[config.mk]
export PLATFORM = sky130hd
export DESIGN_NAME = ismu_ctrl
export DESIGN_NICKNAME = d
export VERILOG_FILES = /design/src/assert_macros.svh /design/src/ismu_pkg.sv /design/src/ismu_ctrl.sv
export SDC_FILE = /design/constraint.sdc
export NUM_CORES = 1
export LEC_CHECK = 0
export BUFFER_PORTS_ARGS = -buffer_cell sky130_fd_sc_hd__buf_4
export CAP_MARGIN = 20
export CORE_MARGIN = 2
export CORE_UTILIZATION = 44
export DETAILED_ROUTE_END_ITERATION = 12
export GPL_TIMING_DRIVEN = 0
export MAX_ROUTING_LAYER = met4
export PLACE_DENSITY = 0.73
export SETUP_SLACK_MARGIN = 0.02
export SLEW_MARGIN = 5
export SYNTH_ARGS = -nofsm -noshare
export SYNTH_HDL_FRONTEND = slang
export SYNTH_SLANG_ARGS = --single-unit
[constraint.sdc]
create_clock -name clk -period 1.6 [get_ports clk]
set_input_delay 0.16 -clock clk [delete_from_list [all_inputs] [get_ports clk]]
set_output_delay 0.16 -clock clk [all_outputs]
set_load 0.01 [all_outputs]
[src/assert_macros.svh]
// assertion macros used by the interval set rtl
`ifndef ASSERT_MACROS_SVH
`define ASSERT_MACROS_SVH

// same-cycle implication, sampled on clk, off during rst
`define ISMU_ASSERT_NOW(label, ante, cons, msg) \
  label: assert property (@(posedge clk) disable iff (rst) (ante) |-> (cons)) else $error(msg);

// next-cycle implication, sampled on clk, off during rst
`define ISMU_ASSERT_NEXT(label, ante, cons, msg) \
  label: assert property (@(posedge clk) disable iff (rst) (ante) |=> (cons)) else $error(msg);

`endif

[src/ismu_pkg.sv]
// types, codes and helpers for the interval set insert/merge unit
package ismu_pkg;

  localparam int MODE_W   = 2;
  localparam int RANGE_W  = 16;
  localparam int INDEX_W  = 4;
  localparam int STATUS_W = 2;
  localparam int COUNT_W  = 5;
  // compare width: one bit above a range value so that end + 1 never wraps
  localparam int CMP_W    = RANGE_W + 1;

  localparam logic [MODE_W-1:0] MODE_INSERT = 2'd0;
  localparam logic [MODE_W-1:0] MODE_READ   = 2'd1;
  localparam logic [MODE_W-1:0] MODE_CLEAR  = 2'd2;

  localparam logic [STATUS_W-1:0] STATUS_OK    = 2'd0;
  localparam logic [STATUS_W-1:0] STATUS_FULL  = 2'd1;
  localparam logic [STATUS_W-1:0] STATUS_ORDER = 2'd2;
  localparam logic [STATUS_W-1:0] STATUS_INDEX = 2'd3;

  typedef struct packed {
    logic [MODE_W-1:0]  mode;
    logic [RANGE_W-1:0] range_begin;
    logic [RANGE_W-1:0] range_end;
    logic [INDEX_W-1:0] index;
  } req_item_t;

  typedef struct packed {
    logic [STATUS_W-1:0] status;
    logic [COUNT_W-1:0]  range_count;
    logic [RANGE_W-1:0]  entry_begin;
    logic [RANGE_W-1:0]  entry_end;
  } rsp_item_t;

  typedef enum logic [1:0] {
    ST_IDLE,
    ST_EXEC,
    ST_MERGE,
    ST_DONE
  } state_t;

  // what every cell does with its entry this cycle
  typedef enum logic [1:0] {
    PH_HOLD,
    PH_ABSORB,
    PH_INSERT,
    PH_MERGE
  } phase_t;

  // prefix flags rippling from cell 0 toward the last cell
  typedef struct packed {
    logic hit_seen;
    logic ins_seen;
    logic mrg_seen;
  } chain_t;

  // status from the datapath to the sequencer
  typedef struct packed {
    logic [MODE_W-1:0] mode;
    logic              order_err;
    logic              read_ok;
    logic              any_hit;
    logic              merge_found;
  } ctrl_flags_t;

  // commands from the sequencer to the datapath
  typedef struct packed {
    phase_t phase;
    logic   exec;
    logic   rsp_load;
  } ctrl_out_t;

  // two closed ranges overlap or leave a gap of at most one
  function automatic logic touches(input logic [CMP_W-1:0] kb, input logic [CMP_W-1:0] ke,
                                   input logic [CMP_W-1:0] b, input logic [CMP_W-1:0] e);
    logic one_way;
    logic other_way;
    one_way   = (b <= ke + CMP_W'(1)) && (kb <= e);
    other_way = (kb <= e + CMP_W'(1)) && (b <= ke);
    return one_way || other_way;
  endfunction

endpackage

[src/ismu_ctrl.sv]
// sequencer: handshake, fill count, scan start and status
module ismu_ctrl #(
  parameter int CAPACITY = 16,
  parameter int CNT_W    = 5
) (
  input  logic                            clk,
  input  logic                            rst,
  input  logic                            req_valid,
  input  logic                            rsp_ready,
  input  ismu_pkg::ctrl_flags_t           flags,
  input  logic [CNT_W-1:0]                merge_pos,
  output logic                            req_ready,
  output logic                            rsp_valid,
  output ismu_pkg::ctrl_out_t             ctl,
  output logic [ismu_pkg::STATUS_W-1:0]   status,
  output logic [CNT_W-1:0]                count,
  output logic [CNT_W-1:0]                scan_start
);
  import ismu_pkg::*;

  state_t              state;
  state_t              state_next;
  logic [CNT_W-1:0]    count_next;
  logic [CNT_W-1:0]    scan_start_next;
  logic [STATUS_W-1:0] status_next;
  logic                rsp_valid_next;
  logic                is_insert;
  logic                room;

  assign is_insert = (flags.mode == MODE_INSERT) && !flags.order_err;
  assign room      = count < CNT_W'(CAPACITY);

  // next state
  always_comb begin
    state_next = state;
    case (state)
      ST_IDLE: begin
        if (req_valid) begin
          state_next = ST_EXEC;
        end
      end
      ST_EXEC: begin
        if (is_insert && (flags.any_hit || room)) begin
          state_next = ST_MERGE;
        end else begin
          state_next = ST_DONE;
        end
      end
      ST_MERGE: begin
        if (!flags.merge_found) begin
          state_next = ST_DONE;
        end
      end
      ST_DONE: begin
        if (!rsp_valid || rsp_ready) begin
          state_next = ST_IDLE;
        end
      end
      default: state_next = ST_IDLE;
    endcase
  end

  // outputs to the handshake and the cells
  always_comb begin
    ctl.phase    = PH_HOLD;
    ctl.exec     = 1'b0;
    ctl.rsp_load = 1'b0;
    req_ready    = 1'b0;
    case (state)
      ST_IDLE: req_ready = 1'b1;
      ST_EXEC: begin
        ctl.exec = 1'b1;
        if (is_insert) begin
          if (flags.any_hit) begin
            ctl.phase = PH_ABSORB;
          end else if (room) begin
            ctl.phase = PH_INSERT;
          end
        end
      end
      ST_MERGE: begin
        if (flags.merge_found) begin
          ctl.phase = PH_MERGE;
        end
      end
      ST_DONE: ctl.rsp_load = !rsp_valid || rsp_ready;
      default: req_ready = 1'b0;
    endcase
  end

  // count, scan start and status
  always_comb begin
    count_next      = count;
    scan_start_next = scan_start;
    status_next     = status;
    if (ctl.exec) begin
      scan_start_next = '0;
      status_next     = STATUS_OK;
      case (flags.mode)
        MODE_INSERT: begin
          if (flags.order_err) begin
            status_next = STATUS_ORDER;
          end else if (!flags.any_hit && !room) begin
            status_next = STATUS_FULL;
          end
        end
        MODE_READ: begin
          if (!flags.read_ok) begin
            status_next = STATUS_INDEX;
          end
        end
        MODE_CLEAR: count_next = '0;
        default:    status_next = STATUS_OK;
      endcase
    end
    if (ctl.phase == PH_INSERT) begin
      count_next = count + CNT_W'(1);
    end else if (ctl.phase == PH_MERGE) begin
      count_next      = count - CNT_W'(1);
      scan_start_next = merge_pos;
    end
  end

  // response valid holds until taken
  always_comb begin
    rsp_valid_next = rsp_valid;
    if (ctl.rsp_load) begin
      rsp_valid_next = 1'b1;
    end else if (rsp_ready) begin
      rsp_valid_next = 1'b0;
    end
  end

  always_ff @(posedge clk) begin
    if (rst) begin
      state      <= ST_IDLE;
      count      <= '0;
      scan_start <= '0;
      status     <= STATUS_OK;
      rsp_valid  <= 1'b0;
    end else begin
      state      <= state_next;
      count      <= count_next;
      scan_start <= scan_start_next;
      status     <= status_next;
      rsp_valid  <= rsp_valid_next;
    end
  end

endmodule

After elaboration in Yosys (flattened, before gate mapping) --
Index checks and enable logic that the tools add are counted.
Storage, ports and cells: flip-flop bits (word level) 15, output and inout port bits 18, input port bits 15
Operators by class: multiplexer cells 26, $add $sub $neg 2, equality and inequality tests 10, reduce and logical (&&, ||, !) cells 16, magnitude comparators 1
Operators by type and width (count):
- $mux W5 | 7
- $mux W2 | 9
- $eq A2 B2 Y1 const B | 5
- $pmux W2 S2 | 2
- $pmux W2 S4 | 1
- $mux W1 | 7
- $ne A2 B2 Y1 const B | 3
- $reduce_bool A3 Y1 | 2
- $add A5 B1 Y5 const B | 1
- $lt A5 B5 Y1 const B | 1
- $sub A5 B1 Y5 const B | 1
- $eq A2 B1 Y1 const B | 2
- $logic_not A1 Y1 | 4
- $logic_not A2 Y1 | 2
- $logic_and A1 B1 Y1 | 3
- $reduce_and A3 Y1 | 1
- $logic_or A1 B1 Y1 | 2
- $reduce_and A2 Y1 | 1
- $reduce_bool A2 Y1 | 1

Logic depth before layout (Yosys ltp) --
depth after elaboration 8, mapped depth 8

Least setup slack after synthesis --
Ideal clock, no wire load.
path type register to register, from register state[1], to register count[3], stages on the path, launching flop included 8, setup time 0.117 ns, arrival time 1.575 ns, required time 1.483 ns, clock period less this slack 1.692 ns, buffers on the path 1, slack -0.092 ns, cells stage by stage dfxtp_1 -> inv_1 -> ha_1 -> buf_2 -> and3b_1 -> nor2_1 -> a311o_1 -> a32o_1
RTL lines:
- start, declared | line ismu_ctrl.sv:21 | state_t state;
- start signal, assigned | line ismu_ctrl.sv:142 | state <= state_next;
- end signal, assigned | line ismu_ctrl.sv:143 | count <= count_next;
- end, declared | line ismu_ctrl.sv:16 | output logic [CNT_W-1:0] count,

Worst setup path in the final report --
from register state[1], to register count[3]
On the way: word-level cells in the longest chain between the ends 5
RTL lines:
- $eq A2 B2 Y1 or $eq A2 B1 Y1 (tied branches) | line ismu_ctrl.sv:69 | case (state)
- $pmux W2 S2 | line ismu_ctrl.sv:69
- $eq A2 B2 Y1, on equally long branches | line ismu_ctrl.sv:116, ismu_ctrl.sv:118
- $reduce_bool A3 Y1 (no line) or $mux W5 (tied branches)
- $reduce_and A2 Y1 (no line) or $mux W5 (tied branches)
Several ways; a longest one is shown, not always the timed one. A chain may end at the register's enable or synchronous reset.

==> results.toml <==
[floorplanning]
die_h_um = 51.13
pin_count = 33
fp-row-count = 17
start_util_pct = 45.49
core_um2 = 2148
dieArea_um2 = 2614
dieWidth_um = 51.13

[clock_network]
htree_levels = 1
holdBufCountCts = 0
clk_latency_ns = 0.28
cts_buffer_depth = 2
cts_buffers = 3
path_clk_slew_ns = 0.10
cts_tree = "done"
clock-root-buffer = "clkbuf_4"
cts_sinks = 15

[min_path]
hp-class = "input port to flop"
worstHoldPathCells = 2

[detailed_routing]
top_layer_used = "met4"
met3WireLength_um = 179
drt-wirelength-per-cell_um = 13.81
drc = 0
first_pass_iters = 4
wl_um = 2679
wirelength_met1_um = 1147
wl_met2_um = 1328
ant_nets = 0
drtIter0Drc = 22
num_vias = 1066
vias_per_cell = 5.495

[logic_synthesis]
post-synth-top-area-fraction_pct = 30.73
yosys_warnings = 0
synth_edf_count = 0
syn_nets = 140
synth_cell_types = 41
async_reset_ff_share_pct = 0
ys_top_cells_by_area = "dfxtp_1, ha_1, a21oi_1"
syn-mean-instance-area_um2 = 8.212
ys_seq_elements = 15
syn_area_um2 = 977.2
yosysSeqAreaShare_pct = 30.73
syn_inst = 119
synth-main-ff-cell = "dfxtp_1"
netlist.top_cell.by_area = "dfxtp_1"

[finish]
multiInputGateArea_um2 = 688.2
antennaDiodeCount = 0
drive_gt1_share_pct = 45.78
regArea_um2 = 307.8
nFillCells = 184
instances_no_fill = 194
syn2layout_area_growth_pct = 50.70
nets = 188
post-route-util_pct = 68.55
final_common_cell = "buf_4"
final_cell_mix = "buf_4, nor2_1, dfxtp_1"

[setup_path]
critical_path_arrival_ns = 1.90
max_stage_delay_ns = 0.38
start_kind = "flop"
crit_fanout = 10
critPathSlowestCell = "dfxtp_4"
path_cells = "inv_4, ha_4, buf_4, and3b_2, nor2_1, a311o_1, a32o_2"
r2r_cells = 7
worst-setup-path-type = "flop to flop"
required_ns = 1.78
endpoint_kind = "flop"

[sta]
fmaxAchievable_mhz = 582.9
worstMarginPinSlew_ns = 0.5417
slew_viol_final = 0
holdWs_ns = 0.08090
slew_headroom_pct = 63.89
timing.final.crit_share_pct = 107.2
fin_skew_ns = 0.004845
setup_slack_ns = -0.1155
rsz0062_at_grt = "true"
fin_crit_ns = 1.715
finalSetupViolations = 9
hold_violations = 0

[power_and_ir_drop]
swShare_pct = 40.86
pwr-share-comb_pct = 62.4
power_density_nw_per_um2 = 1368
p_seq_share_pct = 26.6
clock_power_share_pct = 11.0
power_switching_uw = 823.1
total_power_uw = 2015
p_int_uw = 1192
leakage_uw = 0.0006366
ir_drop_v = 0.0008307

[grt]
grt_first_pass_wirelength_um = 4533
overflow = 0
grt_max_degree = 11
grt_pass1_vias = 1026
grt_antenna_before_repair = 0
grt.total_usage_pct = 23.12

[status]
status = "finished, violations left"
violations = "setup timing"

[placement]
routabilityCongestion = 0.9145
io_buffers = 32
post-place-ws_ns = -0.2129
dp_cells = 179
dp_hpwl_um = 1805

[flow_run]
cap_violations = 0
[sequential cells by signal, indices dropped and copies added (netlist names)]
name,count
scan_start,5
state,2
rsp_valid,1
count,5
status,2
[metrics by stage]
step / setup TNS [ns] / cell area (µm²)
after floorplan: -0.002743 / 1012
after global placement: -1.041 / 1287
after detailed placement: -1.477 / 1287
after CTS: -0.3968 / 1449
after global routing: -1.379 / 1473
final: -0.6023 / 1473
[power by group through the flow]
stage,clock [µW],sequential [µW],combinational [µW]
floorplan,0,528,672
global placement,0,522,937
detailed placement,0,525,967
CTS,225,533,1200
global route,245,551,1370
finish,221,536,1260
[cell usage after synthesis, types with 2 or more instances]
cell type,n
a21oi_1,12
nor3_1,3
and3_1,2
inv_1,8
a32o_1,2
a21o_1,2
a211oi_1,2
nor2b_1,5
nand2_1,4
dfxtp_1,15
o21ai_0,4
nand3b_1,2
nor2_1,14
nand2b_1,3
buf_2,2
nor3b_1,7
nand3_1,2
clkbuf_1,2
ha_1,6
[critical path: cells and delay by family, from the launching register on]
family                   cells  cell delay [ns]
flip-flops                   1             0.38
AND/OR/NAND/NOR              2             0.32
AO/OA/AOI/OAI                2             0.55
buffers and inverters        2             0.23
adder cells (fa/ha/maj)      1             0.13
[layout make-up]
cell class                      count  share of cell area, %
Sequential cell                    15                  20.90
Buffer                              5                  2.974
Inverter                            8                  2.379
Tap cell                           28                  2.379
Clock buffer                        3                  1.529
Timing Repair Buffer               44                  22.77
Multi-Input combinational cell     90                  46.73
Clock inverter                      1                 0.3398
[layer usage]
metal	global-route usage, %	vias up
li1	-	521
met1	27.67	501
met2	40.26	40
met3	2.632	4
met4	7.658	0
met5	-	-
[path summary, 6_finish.rpt]
path              startpoint        end  slack [ns]
hold reg to reg    status[1]  status[1]        0.51
setup reg to reg    state[1]   count[3]       -0.12
setup / recovery    state[1]   count[3]       -0.12
hold / removal           rst   count[1]        0.08
[cell families after synthesis]
kind of cell | after synthesis | share of synthesized area [%]
XOR/XNOR | 1 | 0.8965
buffers and inverters | 14 | 6.787
adder cells (fa/ha/maj) | 6 | 7.682
AO/OA/AOI/OAI | 33 | 22.92
AND/OR/NAND/NOR | 49 | 29.96
flip-flops | 15 | 30.73
multiplexers | 1 | 1.024
[timing repair]
action,in CTS,in global routing
pin swaps,7,2
setup endpoints to repair,13,15
gates resized for setup,18,4
gates cloned,1,0
buffers inserted,10,1
Power figures use the tool's default switching activity.
