## config.mk

```make
export PLATFORM = sky130hd
export DESIGN_NAME = ismu_cell
export DESIGN_NICKNAME = d
export VERILOG_FILES = /design/src/assert_macros.svh /design/src/ismu_pkg.sv /design/src/ismu_cell.sv
export SDC_FILE = /design/constraint.sdc
export NUM_CORES = 1
export LEC_CHECK = 0
export ABC_AREA = 1
export BUFFER_PORTS_ARGS = -buffer_cell sky130_fd_sc_hd__buf_2
export CORE_ASPECT_RATIO = 1.1
export CORE_MARGIN = 2
export CORE_UTILIZATION = 35
export CTS_BUF_LIST = sky130_fd_sc_hd__clkbuf_8
export DETAILED_ROUTE_END_ITERATION = 8
export PLACE_DENSITY = 0.54
export SYNTH_ARGS = -nofsm -noshare
export SYNTH_HDL_FRONTEND = slang
export SYNTH_SLANG_ARGS = --single-unit
```

## constraint.sdc

```tcl
create_clock -name clk -period 13.5 [get_ports clk]
set_input_delay 4.05 -clock clk [delete_from_list [all_inputs] [get_ports clk]]
set_output_delay 4.05 -clock clk [all_outputs]
set_load 0.02 [all_outputs]
```

## src/assert_macros.svh

```systemverilog
// assertion macros used by the interval set rtl
`ifndef ASSERT_MACROS_SVH
`define ASSERT_MACROS_SVH

// same-cycle implication, sampled on clk, off during rst
`define ISMU_ASSERT_NOW(label, ante, cons, msg) \
  label: assert property (@(posedge clk) disable iff (rst) (ante) |-> (cons)) else $error(msg);

// next-cycle implication, sampled on clk, off during rst
`define ISMU_ASSERT_NEXT(label, ante, cons, msg) \
  label: assert property (@(posedge clk) disable iff (rst) (ante) |=> (cons)) else $error(msg);

`endif

```

## src/ismu_pkg.sv

```systemverilog
// types, codes and helpers for the interval set insert/merge unit
package ismu_pkg;

  localparam int MODE_W   = 2;
  localparam int RANGE_W  = 16;
  localparam int INDEX_W  = 4;
  localparam int STATUS_W = 2;
  localparam int COUNT_W  = 5;
  // compare width: one bit above a range value so that end + 1 never wraps
  localparam int CMP_W    = RANGE_W + 1;

  localparam logic [MODE_W-1:0] MODE_INSERT = 2'd0;
  localparam logic [MODE_W-1:0] MODE_READ   = 2'd1;
  localparam logic [MODE_W-1:0] MODE_CLEAR  = 2'd2;

  localparam logic [STATUS_W-1:0] STATUS_OK    = 2'd0;
  localparam logic [STATUS_W-1:0] STATUS_FULL  = 2'd1;
  localparam logic [STATUS_W-1:0] STATUS_ORDER = 2'd2;
  localparam logic [STATUS_W-1:0] STATUS_INDEX = 2'd3;

  typedef struct packed {
    logic [MODE_W-1:0]  mode;
    logic [RANGE_W-1:0] range_begin;
    logic [RANGE_W-1:0] range_end;
    logic [INDEX_W-1:0] index;
  } req_item_t;

  typedef struct packed {
    logic [STATUS_W-1:0] status;
    logic [COUNT_W-1:0]  range_count;
    logic [RANGE_W-1:0]  entry_begin;
    logic [RANGE_W-1:0]  entry_end;
  } rsp_item_t;

  typedef enum logic [1:0] {
    ST_IDLE,
    ST_EXEC,
    ST_MERGE,
    ST_DONE
  } state_t;

  // what every cell does with its entry this cycle
  typedef enum logic [1:0] {
    PH_HOLD,
    PH_ABSORB,
    PH_INSERT,
    PH_MERGE
  } phase_t;

  // prefix flags rippling from cell 0 toward the last cell
  typedef struct packed {
    logic hit_seen;
    logic ins_seen;
    logic mrg_seen;
  } chain_t;

  // status from the datapath to the sequencer
  typedef struct packed {
    logic [MODE_W-1:0] mode;
    logic              order_err;
    logic              read_ok;
    logic              any_hit;
    logic              merge_found;
  } ctrl_flags_t;

  // commands from the sequencer to the datapath
  typedef struct packed {
    phase_t phase;
    logic   exec;
    logic   rsp_load;
  } ctrl_out_t;

  // two closed ranges overlap or leave a gap of at most one
  function automatic logic touches(input logic [CMP_W-1:0] kb, input logic [CMP_W-1:0] ke,
                                   input logic [CMP_W-1:0] b, input logic [CMP_W-1:0] e);
    logic one_way;
    logic other_way;
    one_way   = (b <= ke + CMP_W'(1)) && (kb <= e);
    other_way = (kb <= e + CMP_W'(1)) && (b <= ke);
    return one_way || other_way;
  endfunction

endpackage

```

## src/ismu_cell.sv

```systemverilog
// one table entry with its local compares and neighbor handoff
module ismu_cell #(
  parameter int CELL_INDEX = 0,
  parameter int CNT_W      = 5,
  parameter int VAL_W      = 16
) (
  input  logic                 clk,
  input  ismu_pkg::phase_t     phase,
  input  logic [CNT_W-1:0]     count,
  input  logic [CNT_W-1:0]     scan_start,
  input  logic [VAL_W-1:0]     new_begin,
  input  logic [VAL_W-1:0]     new_end,
  input  logic [VAL_W-1:0]     left_begin,
  input  logic [VAL_W-1:0]     left_end,
  input  logic [VAL_W-1:0]     right_begin,
  input  logic [VAL_W-1:0]     right_end,
  input  ismu_pkg::chain_t     chain_in,
  output ismu_pkg::chain_t     chain_out,
  output logic                 first_merge,
  output logic [VAL_W-1:0]     cur_begin,
  output logic [VAL_W-1:0]     cur_end
);
  import ismu_pkg::*;

  logic             in_use;
  logic             pair_ok;
  logic             after_start;
  logic             hit_here;
  logic             first_hit;
  logic             ins_here;
  logic             merge_cand;
  logic [VAL_W-1:0] begin_next;
  logic [VAL_W-1:0] end_next;

  // position of this cell against the fill count and the scan start
  assign in_use      = CNT_W'(CELL_INDEX) < count;
  assign pair_ok     = CNT_W'(CELL_INDEX + 1) < count;
  assign after_start = CNT_W'(CELL_INDEX) >= scan_start;

  // local tests against the new range and against the right neighbor
  assign hit_here   = in_use && touches(CMP_W'(cur_begin), CMP_W'(cur_end),
                                        CMP_W'(new_begin), CMP_W'(new_end));
  assign first_hit  = hit_here && !chain_in.hit_seen;
  assign ins_here   = !chain_in.ins_seen && (!in_use || (new_begin < cur_begin));
  assign merge_cand = after_start && pair_ok &&
                      touches(CMP_W'(cur_begin), CMP_W'(cur_end),
                              CMP_W'(right_begin), CMP_W'(right_end));
  assign first_merge = merge_cand && !chain_in.mrg_seen;

  always_comb begin
    chain_out.hit_seen = chain_in.hit_seen || hit_here;
    chain_out.ins_seen = chain_in.ins_seen || ins_here;
    chain_out.mrg_seen = chain_in.mrg_seen || merge_cand;
  end

  // next entry value
  always_comb begin
    begin_next = cur_begin;
    end_next   = cur_end;
    case (phase)
      PH_ABSORB: begin
        if (first_hit) begin
          begin_next = (new_begin < cur_begin) ? new_begin : cur_begin;
          end_next   = (new_end > cur_end) ? new_end : cur_end;
        end
      end
      PH_INSERT: begin
        if (ins_here) begin
          begin_next = new_begin;
          end_next   = new_end;
        end else if (chain_in.ins_seen) begin
          begin_next = left_begin;
          end_next   = left_end;
        end
      end
      PH_MERGE: begin
        if (first_merge) begin
          begin_next = (right_begin < cur_begin) ? right_begin : cur_begin;
          end_next   = (right_end > cur_end) ? right_end : cur_end;
        end else if (chain_in.mrg_seen) begin
          begin_next = right_begin;
          end_next   = right_end;
        end
      end
      default: begin
        begin_next = cur_begin;
        end_next   = cur_end;
      end
    endcase
  end

  always_ff @(posedge clk) begin
    cur_begin <= begin_next;
    cur_end   <= end_next;
  end

endmodule

```

# ---- Word level (Yosys, flattened, before mapping)
# Cells that the tools add are included.
dict set report op_classes {
  n_addsub 3
  mul 0
  div_mod_pow 0
  order_cmp 15
  n_eq_ne 10
  shifts 0
  muxes 16
  bitwise_logic 0
  reduce_logical 23
}
# cell count
set op_table {}
lappend op_table {{two-way mux 16 bit} 14}
lappend op_table {{case mux 16 bit (3 select lines)} 2}
lappend op_table {{less-or-equal comparator 16 x 17 -> 1 bit} 4}
lappend op_table {{less-or-equal comparator 16 bit} 4}
lappend op_table {{adder 16 x 1 -> 17 bit (second input constant)} 3}
lappend op_table {{> comparator 16 bit} 2}
lappend op_table {{less-than comparator 16 bit} 2}
lappend op_table {{!= test 3 bit (second input constant)} 4}
lappend op_table {{AND reduction 6 bit} 2}
lappend op_table {{logical AND 1 bit} 10}
lappend op_table {{less-than comparator 1 x 5 -> 1 bit (first input constant)} 2}
lappend op_table {{logical OR 1 bit} 6}
lappend op_table {{!= test 2 bit (second input constant)} 3}
lappend op_table {{>= comparator 1 x 5 -> 1 bit (first input constant)} 1}
lappend op_table {{equality test 2 bit (second input constant)} 2}
lappend op_table {{zero test 1 bit} 4}
lappend op_table {{nonzero test 3 bit} 1}
lappend op_table {{equality test 2 x 1 -> 1 bit (second input constant)} 1}
dict set report word_totals {
  regBits 32
  latch_bits 0
  ramBits 0
  romBits 0
  inputBits 112
  output_inout_bits 36
  wordCells 69
  mem_count 0
}

# ---- Depth between registers and ports, before layout
# Gate-level depths: netlist of the first run.
dict set report depth {
  depth_word 8
  ltp_mapped 24
}

# ---- Worst setup path before layout of the first run
# OpenSTA, ideal clock, no wires.
dict set report synth_path {
  path_type {input to output}
  startpoint {input port right_end[2]}
  endpoint {output port first_merge}
  arrival_ns 6.499
  path_slack_ns 2.951
  path_stages 20
  path_cell_list {inv_1 > nor3_2 > nand3_1 > or2_2 > nor3_2 > nand3_1 > xor2_1 > inv_1 > ha_1 > nand2_1 > nor2_1 > a211oi_1 > nor2_1 > nor2_1 > nand3_1 > nand2_1 > nand2_1 > nand2_2 > nand2_2 > nor2_1}
}
dict set report synth_via {
  elab_chain_len 6
  elab_cells_between_ends 8
  classes_between {add/sub (1); order compare (2); reduce/logical (5)}
}
# element line_no
set synth_lines {}
lappend synth_lines {{start: declaration} ismu_cell.sv:16} ;# input logic [VAL_W-1:0] right_end,
lappend synth_lines {{adder 16 x 1 -> 17 bit} ismu_pkg.sv:79} ;# other_way = (kb <= e + CMP_W'(1)) && (b <= ke);
lappend synth_lines {{less-or-equal comparator 16 x 17 -> 1 bit} ismu_pkg.sv:79}
lappend synth_lines {{logical AND 1 bit} ismu_pkg.sv:79}
lappend synth_lines {{logical OR 1 bit *} ismu_pkg.sv:80} ;# return one_way || other_way;
lappend synth_lines {{logical AND 1 bit *} ismu_cell.sv:45} ;# assign merge_cand = after_start && pair_ok &&
lappend synth_lines {{logical AND 1 bit *} ismu_cell.sv:48} ;# assign first_merge = merge_cand && !chain_in.mrg_seen;
lappend synth_lines {{end: declaration} ismu_cell.sv:19} ;# output logic first_merge,
# Every way passes the cells marked *; elsewhere a longest branch is shown, timed or not.

# ---- Worst setup path in the final report of the first run
# Same ends and word-level chain as after synthesis.

==> results.md, run 1 <==
Synth:
- By instance count, the leading cell after synthesis is sky130_fd_sc_hd__nand2_1.
- In this run, synthesis inferred 32 flip-flops with an integrated enable.
- The cell area that synthesis handed to floorplanning was 7550 sq um.
- Synthesis produced a netlist whose cell count is about 1100.
- In this run the mean area of a mapped cell was roughly 7.0 sq um.
- The total of flip-flops plus latches after synthesis is 32.
- The post-synthesis sequential area ratio is 0.127.
- The number of different library cells used by synthesis comes to 39.
- In the synthesized netlist the dominant register cell turns out to be sky130_fd_sc_hd__edfxtp_1.
- The cell taking the most area after synthesis is sky130_fd_sc_hd__ha_1.
- The share of synthesized area in the top cell type comes to 0.313.
- By area the synthesized netlist is led by sky130_fd_sc_hd__ha_1 (31%), sky130_fd_sc_hd__edfxtp_1 (13%), sky130_fd_sc_hd__nand2_1 (10%).
- The count of warnings emitted by yosys is 0.
- Ranked by instance count, the synthesized netlist is headed by sky130_fd_sc_hd__nand2_1 (207), sky130_fd_sc_hd__ha_1 (189), sky130_fd_sc_hd__inv_1 (142).
- After synthesis, the share of flip-flops with an asynchronous set or reset is 0.
- The number of nets produced by synthesis is about 1400.

Placed design:
- The routability congestion estimate is roughly 0.9.
- Prior to clock tree synthesis, the placed netlist has a worst setup slack of 2.41 ns.
- Port buffering added about 150 buffers.
- Detailed placement ended at an HPWL of about 23000 um.

STA:
- The share of the clock period used by the worst path after layout is 0.823.
- The final number of max-transition violations is 0.
- The final number of setup-violating endpoints is 0.
- The worst slew slack as a fraction of its limit is 0.506.
- The minimum hold slack is between 1.5 and 2 ns.
- Based on the critical path, the design can be clocked at up to approximately 0.090 GHz.
- Setup total negative slack on the finished layout was measured at 0 ns.
- The setup clock skew after layout is roughly 0.0029 ns.
- The routed design could run at a clock period as short as 11.11 ns.
- The final number of hold-violating endpoints is 0.
- For the pin with the worst max-slew slack, the measured transition is 0.734 ns.
- Setup slack on the critical path of the routed design comes to about 2.4 ns.
- Setup repair after global routing left no endpoint under its margin.

Clocking:
- The root buffer cell chosen for the clock tree is sky130_fd_sc_hd__clkbuf_8.
- Buffers inserted to repair hold after CTS numbered 0.
- The clock reaches the later pin of the worst-skew pair after ~0.30 ns.
- The clock passes through at most 2 buffers.
- The clock slew at the register clock pins of the worst setup and hold paths is around 0.080 ns.
- In this run, post-CTS repair resized a total of 0 instances.
- For this design, the sink count on the clock tree is 32.
- The number of setup buffers added after CTS is 0.
- The number of clock buffers added by TritonCTS is 5.
- TritonCTS built the clock tree.
- In this run the number of H-tree levels came out at 2.

Setup path:
- The worst reg-to-reg setup slack is 9.07 ns.
- The worst setup path is captured at an output port.
- Data arrives at the worst endpoint at approximately 7 ns.
- Tracing the worst setup path back leads to its startpoint at right_end[2].
- For the worst setup path, the data required time is about 9.5 ns.
- STA classifies the critical path startpoint as an input port.
- The critical path class is input port to output port.
- In this run the worst path has a maximum fanout of 4.
- Measured in cells, the most critical reg-to-reg path has a length of 21.
- The endpoint identified for the worst register-to-register timing path is cur_begin[3]$_DFFE_PP_.
- The worst register-to-register path begins at cur_end[0]$_DFFE_PP_.

Floorplan:
- The die is between 150 and 200 um tall.
- The number of core rows is 56.
- The number of I/O pins is 148.
- The initial utilization of the core area, before any placement, comes to 0.356.
- The core box area is approximately 21000 sq um.
- The width of the chip is between 100 and 150 um.
- The die covers approximately 23000 sq um.

Routing:
- The routed layout has 7949 vias.
- The antenna violation net count after detailed routing is 0.
- Dividing the detail-routed via count by the number of cells gives around 5.3.
- For this block, the routed nets add up to about 27000 um of wire.
- Dividing the detail-routed wire length by the instance count gives between 15 and 20 um.
- The first detailed-routing pass ran for 5 iterations.
- The number of DRC markers in iteration 0 is 484.
- In the routed design, unresolved DRC markers number 0.

Global route:
- The number of antenna violations at the first check in global routing was 0.
- For this run, the total global-route usage over all layers was measured as 0.237.
- The largest net degree at the start of global routing is 65.
- The remaining global-route overflow is 0.
- The wire length of the first global-routing pass is 41500 um.
- The via count of the first global-routing pass is between 7000 and 8000.

Finish:
- The number of nets in the final layout is between 1500 and 2000.
- The layout has 2349 filler cells.
- The area added between synthesis and finish is 15.2%.
- The number of antenna diodes in the final layout is 0.
- At the end of the flow the core is filled with cells to 0.410.
- Of the cells placed in the final design, the portion with a size suffix greater than 1 is 0.151.

Power:
- The total power is approximately 0.62 mW.
- The reported leakage power is between 4 and 5 nW.
- IR analysis of the VDD net gives a maximum drop of 0.0336 mV.
- The total power divided by cell area is around 70 nW/um^2.

Worst hold path:
- The kind of path behind the tightest hold check is flip-flop to flip-flop.
- In this run the most critical hold path is launched from cur_begin[15]$_DFFE_PP_.
- The path with the worst hold slack has its endpoint at cur_begin[12]$_DFFE_PP_.
- The number of cells on the worst hold path is 7.

Status:
- The run finished with clean final reports.

Run:
- The max-capacitance violation count is 0.
metal layers:
metal | global-route usage | wire, um | vias to the layer above
li1 | - | - | 4068
met1 | 0.317 | 12400 | 3646
met2 | 0.416 | 12800 | 208
met3 | 0.0109 | 1140 | 27
met4 | 0.0644 | 606 | 0
met5 | 0 | 0 | -
sequential cells by signal, indices dropped and copies added (netlist names):
register,cells
cur_end,16
cur_begin,16
cell usage in the layout (no fill, tap or decap):
| cell | count |
|---|---|
| sky130_fd_sc_hd__nand2_1 | 206 |
| sky130_fd_sc_hd__ha_1 | 189 |
| sky130_fd_sc_hd__buf_2 | 147 |
| sky130_fd_sc_hd__inv_1 | 142 |
| sky130_fd_sc_hd__a21oi_1 | 103 |
| sky130_fd_sc_hd__nor2_1 | 71 |
| sky130_fd_sc_hd__nand3_1 | 71 |
| sky130_fd_sc_hd__o21ai_0 | 40 |
| sky130_fd_sc_hd__o21bai_1 | 36 |
| sky130_fd_sc_hd__nand4_1 | 34 |
| sky130_fd_sc_hd__xor2_1 | 32 |
| sky130_fd_sc_hd__edfxtp_1 | 32 |
| sky130_fd_sc_hd__o22ai_1 | 19 |
| sky130_fd_sc_hd__nor3_1 | 15 |
| sky130_fd_sc_hd__nor4_1 | 11 |
| sky130_fd_sc_hd__a211oi_1 | 8 |
| sky130_fd_sc_hd__buf_4 | 7 |
| sky130_fd_sc_hd__nand2_2 | 5 |
| sky130_fd_sc_hd__nor2_2 | 5 |
| sky130_fd_sc_hd__nand3b_1 | 5 |
| sky130_fd_sc_hd__clkbuf_8 | 5 |
| sky130_fd_sc_hd__nor3_2 | 4 |
| sky130_fd_sc_hd__a221oi_1 | 4 |
| sky130_fd_sc_hd__o211ai_1 | 3 |
| sky130_fd_sc_hd__o2111ai_1 | 3 |
| sky130_fd_sc_hd__inv_2 | 3 |
| sky130_fd_sc_hd__xnor2_1 | 3 |
| sky130_fd_sc_hd__nand3_2 | 3 |
| sky130_fd_sc_hd__or2_2 | 2 |
| sky130_fd_sc_hd__a21o_1 | 2 |
| sky130_fd_sc_hd__clkinv_1 | 2 |
| sky130_fd_sc_hd__o21a_1 | 2 |
| sky130_fd_sc_hd__o221ai_1 | 2 |
| sky130_fd_sc_hd__clkinvlp_4 | 2 |
| sky130_fd_sc_hd__nor2_4 | 1 |
| sky130_fd_sc_hd__nand4_2 | 1 |
| sky130_fd_sc_hd__o21ai_1 | 1 |
| sky130_fd_sc_hd__or4_1 | 1 |
| sky130_fd_sc_hd__a21boi_0 | 1 |
| sky130_fd_sc_hd__o31ai_1 | 1 |
per-stage QoR:
stage / std cells / cell area [sq um]
after detailed placement: 1506 / 8610
after global routing: 1514 / 8700
after CTS: 1514 / 8700
final: 1514 / 8700
after global placement: 1506 / 8610
after floorplan: 1085 / 7550
cell families after synthesis:
logic type	synth area share
simple gates	0.260
compound gates	0.174
fa+ha+maj	0.313
buf+inv	0.0850
xor+xnor	0.0406
flops	0.127
worst max-delay path by stage:
stage                        end  slack, ns  cells after the start
floorplan            first_merge       2.95                     20
finish               first_merge       2.39                     22
global placement     first_merge       2.45                     22
global route         first_merge       2.01                     22
detailed placement  chain_out[2]       2.41                     21
CTS                  first_merge       2.40                     22
worst max-delay path: stages:
cell and delay [ns]:
sky130_fd_sc_hd__buf_2 0.13, sky130_fd_sc_hd__inv_1 0.10, sky130_fd_sc_hd__nor3_2 0.24, sky130_fd_sc_hd__nand3_1 0.16, sky130_fd_sc_hd__or2_2 0.33, sky130_fd_sc_hd__nor3_2 0.17
sky130_fd_sc_hd__nand3_1 0.19, sky130_fd_sc_hd__xor2_1 0.17, sky130_fd_sc_hd__inv_1 0.06, sky130_fd_sc_hd__ha_1 0.31, sky130_fd_sc_hd__nand2_1 0.07, sky130_fd_sc_hd__nor2_1 0.04
sky130_fd_sc_hd__a211oi_1 0.16, sky130_fd_sc_hd__nor2_1 0.07, sky130_fd_sc_hd__nor2_1 0.08, sky130_fd_sc_hd__nand3_1 0.07, sky130_fd_sc_hd__nand2_1 0.11, sky130_fd_sc_hd__nand2_1 0.07
sky130_fd_sc_hd__nand2_2 0.09, sky130_fd_sc_hd__nand2_2 0.07, sky130_fd_sc_hd__nor2_1 0.11, sky130_fd_sc_hd__buf_2 0.17
area by class of cell:
| class | count | area [sq um] | area share |
|---|---|---|---|
| clock buffer | 5 | 68.8 | 0.00791 |
| clock inverter | 3 | 18.8 | 0.00216 |
| inverter | 146 | 548 | 0.0630 |
| multi-input combinational | 884 | 5950 | 0.684 |
| sequential | 32 | 961 | 0.110 |
| tap | 290 | 363 | 0.0417 |
| timing repair buffer | 154 | 788 | 0.0906 |
power by group:
part,switching (mW),internal [mW]
sequential,0.0277,0.128
clock,0.0430,0.0357
combinational,0.245,0.144
Power figures use the tool's default switching activity.
==> run 2, diff against run 1 <==
==> constraint.sdc (replaced) <==
create_clock -name clk -period 11.4 [get_ports clk]
set_input_delay 3.42 -clock clk [delete_from_list [all_inputs] [get_ports clk]]
set_output_delay 3.42 -clock clk [all_outputs]
set_load 0.02 [all_outputs]
==> run 2 against run 1 <==
Core utilization about the same. Die area unchanged. Sequential power up 19%. Total power up 19%. Register-to-register slack worse by 1.8 ns. Sequential share of layout area about the same. Flip-flop and latch count unchanged. Clock-buffer cell count unchanged. Critical path type unchanged. Largest cell class unchanged. Highest routed layer unchanged.
==> results.md, run 2 (synthesis results as in run 1) <==
Finish:
- After the last flow step, the layout net total stands at between 1500 and 2000.
- The number of standard cells in the final layout excluding fillers is 1513.
- The total non-filler cell area in the finished layout is a little under 9000 sq um.
- The most frequent standard cell in the layout excluding fill and tap cells is sky130_fd_sc_hd__nand2_1.
- After filler insertion, the fill cell instance count of the layout stands at roughly 2300.
- Of the cells placed in the final design, the portion with a size suffix greater than 1 is 0.151.
- The area added between synthesis and finish is 15.2%.
- The largest registers in the layout are cur_begin (16), cur_end (16).
- The multi-input combinational cells in the finished layout cover a total of 5950 sq um.
- The area taken by flip-flops and latches is 961 sq um.
- The count of antenna diodes in the layout is 0.
- Measured on the finished design, the core utilization comes to 0.410.
- The top cell types in the final layout, fill and taps aside, are sky130_fd_sc_hd__nand2_1 (206), sky130_fd_sc_hd__ha_1 (189), sky130_fd_sc_hd__buf_2 (147).

Power:
- The sequential group share of total power is 0.248.
- Of the total power, the clock network draws 0.130.
- The total internal power is 0.365 mW.
- The total power is 0.743 mW.
- The share of total power dissipated in combinational logic is 0.622.
- The worst voltage drop across the vdd grid is between 0.04 and 0.05 mV.
- The reported leakage power is 4.43 nW.
- For this design the ratio of total power to cell area is 85.5 nW/um^2.
- The net switching power figure is approximately 0.38 mW.
- The switching part of the total power is 0.509.

Setup path:
- In this run the register-to-register setup slack is just over 7 ns.
- The critical path class is input port to output port.
- STA puts the critical path data arrival time at approximately 6.5 ns.
- The startpoint identified for the worst register-to-register timing path is cur_end[0]$_DFFE_PP_.
- The largest single stage delay on the critical path is around 0.34 ns.
- The critical path launch point type is an input port.
- STA classifies the critical path endpoint as an output port.
- The required time of the worst setup path is about 8 ns.
- Traced cell by cell, the critical path runs through buf_2 > inv_1 > nor3_2 > nand3_1 > or2_2 > nor3_2 > nand3_1 > xor2_1 > inv_1 > ha_1 > nand4_1 > nor4_1 > nand2_1 > nand2_1 > nand2_1 > nand2_2 > nand2_2 > nor2_1 > buf_2.
- The number of cells traversed by the worst register-to-register path is 21.
- In this run the worst path has a maximum fanout of 4.
- The cell with the largest stage delay on the worst path is sky130_fd_sc_hd__or2_2.
- Together, buffers and inverters on the worst path number 4.
- The capturing point of the worst reg2reg path is cur_begin[3]$_DFFE_PP_.
- The kind of cell with the highest combined delay along the critical path is simple AND/OR/NAND/NOR gates.
- The cell type with the highest occurrence count on the critical path is sky130_fd_sc_hd__nand2_1.

Floorplan:
- The area enclosed by the die boundary is approximately 23000 sq um.
- The height of the die is between 150 and 200 um.
- The core box area is approximately 21000 sq um.
- 148 I/O pins were placed.
- Measured along the x axis, the die boundary spans 144 um.
- The floorplan has 56 rows.
- The initial core utilization is 0.356.

Clocking:
- The total number of H-tree levels is 2.
- The maximum buffer depth of the clock tree is 2.
- After clock tree synthesis, the flow added hold-fix buffers numbering 0.
- The clock net in this run drives a total of 32 sinks.
- The TritonCTS buffer count is 5.
- Clock tree synthesis selected as its root buffer the cell sky130_fd_sc_hd__clkbuf_8.
- The number of gates resized after CTS is 0.
- TritonCTS built the clock tree.
- Post-CTS timing repair inserted 0 buffers for setup.
- For the worst-skew pair, the clock arrives at the later sink with an insertion delay of 0.31 ns.
- The clock slew at the register clock pins of the worst setup and hold paths is 0.08 ns.

STA:
- The share of the clock period used by the worst path after layout is 0.866.
- The final number of max-transition violations is 0.
- The final number of hold-violating endpoints is 0.
- The final number of setup-violating endpoints is 0.
- Hold is met by roughly 1.6 ns.
- The least setup slack across all paths after layout is roughly 1.5 ns.
- For this run, the top clock speed supported by timing is about 0.10 GHz.
- The setup total negative slack is 0 ns.
- Setup repair after global routing left no endpoint under its margin.
- After layout, the minimum clock period comes to 9.87 ns.
- The slew of the pin with the lowest slew margin is 1.14 ns.
- The setup clock skew after layout is about 0.0052 ns.
- The worst slew slack as a fraction of its limit is 0.237.

Global route:
- For this run, the total global-route usage over all layers was measured as 0.237.
- The number of antenna violations at the first check in global routing is 0.
- The wire length of the first global-routing pass is just over 40000 um.
- The largest net degree at the start of global routing is 66.
- For this run the aggregate overflow at the end of global routing stands at 0.
- The via count of the first global-routing pass was between 7000 and 8000.

Worst hold path:
- The worst hold path begins at cur_end[14]$_DFFE_PP_.
- The number of cells on the worst hold path is 9.
- The path class of the tightest hold or removal check is flip-flop to flip-flop.
- The hold-critical path endpoint is cur_end[13]$_DFFE_PP_.

Routing:
- For this block, the initial DRC count from the detailed router was 438.
- The wire length per cell after detailed routing is between 15 and 20 um.
- In the routed design, unresolved DRC markers number 0.
- For this block, the routed nets add up to between 20000 and 30000 um of wire.
- The ratio of routed vias to standard cells is 5.29.
- The first detailed-routing pass took 5 iterations.
- Across all layers, the routed design uses ~8000 vias.
- Once detail routing completed, the nets flagged for antenna violations numbered 0.

Run:
- Across the run, the number of max-cap violations was 0.

Status:
- The run finished with clean final reports.

Placed design:
- The placed wire-length estimate after detailed placement is roughly 23000 um.
- The placement-stage cell area is between 8000 and 9000 sq um.
- Prior to clock tree synthesis, the placed netlist has a worst setup slack of around 1.6 ns.
- The congestion estimate from routability-driven global placement came to 0.902.
- Counting tap cells, the placed design contains a total of approximately 1500 instances.
- In this run the tool buffered the top-level ports with around 150 buffer cells.
run 2: final cells by class:
class	count	area share
Multi-Input combinational cell	884	0.684
Sequential cell	32	0.110
Timing Repair Buffer	153	0.0898
Inverter	146	0.0630
Tap cell	290	0.0417
Clock buffer	5	0.00791
Clock inverter	3	0.00273
run 2: routing by layer:
layer	share of wire	routed length [um]	global-route usage
met5	0	0	0
met1	0.47	12700	0.320
met4	0.017	465	0.0518
met2	0.48	12900	0.421
met3	0.038	1020	0.00786
run 2: worst max path at each step:
stage / end / cells past startpoint / from
5_1_grt: first_merge / 22 / right_end[2]
4_1_cts: first_merge / 22 / right_end[2]
2_1_floorplan: first_merge / 20 / right_end[2]
3_5_place_dp: first_merge / 22 / right_end[2]
3_3_place_gp: first_merge / 22 / right_end[2]
6_report: first_merge / 19 / right_end[2]
run 2: worst reg2reg max path: stages, from the launching register on:
cell and delay [ns]:
sky130_fd_sc_hd__edfxtp_1 0.59, sky130_fd_sc_hd__inv_1 0.17, sky130_fd_sc_hd__nor3_1 0.40, sky130_fd_sc_hd__nand2_1 0.17, sky130_fd_sc_hd__nor2_1 0.18, sky130_fd_sc_hd__nand2_1 0.09
sky130_fd_sc_hd__nor2_1 0.12, sky130_fd_sc_hd__xor2_1 0.11, sky130_fd_sc_hd__ha_1 0.29, sky130_fd_sc_hd__nand2_1 0.11, sky130_fd_sc_hd__nor4_1 0.29, sky130_fd_sc_hd__nand2_1 0.12
sky130_fd_sc_hd__nor2_1 0.17, sky130_fd_sc_hd__nand4_1 0.10, sky130_fd_sc_hd__nand2_1 0.13, sky130_fd_sc_hd__nand2_1 0.06, sky130_fd_sc_hd__nand2_1 0.11, sky130_fd_sc_hd__nand3_1 0.09
sky130_fd_sc_hd__nand2_1 0.09, sky130_fd_sc_hd__nand3_1 0.07, sky130_fd_sc_hd__nor2_1 0.09, sky130_fd_sc_hd__buf_4 0.27
run 2: power groups by stage:
| stage | clock (mW) | sequential (mW) | combinational [mW] |
|---|---|---|---|
| final | 0.0964 | 0.184 | 0.463 |
| after global placement | 0 | 0.186 | 0.455 |
| after detailed placement | 0 | 0.186 | 0.462 |
| after global routing | 0.101 | 0.186 | 0.528 |
| after CTS | 0.0982 | 0.184 | 0.464 |
| after floorplan | 0 | 0.188 | 0.297 |
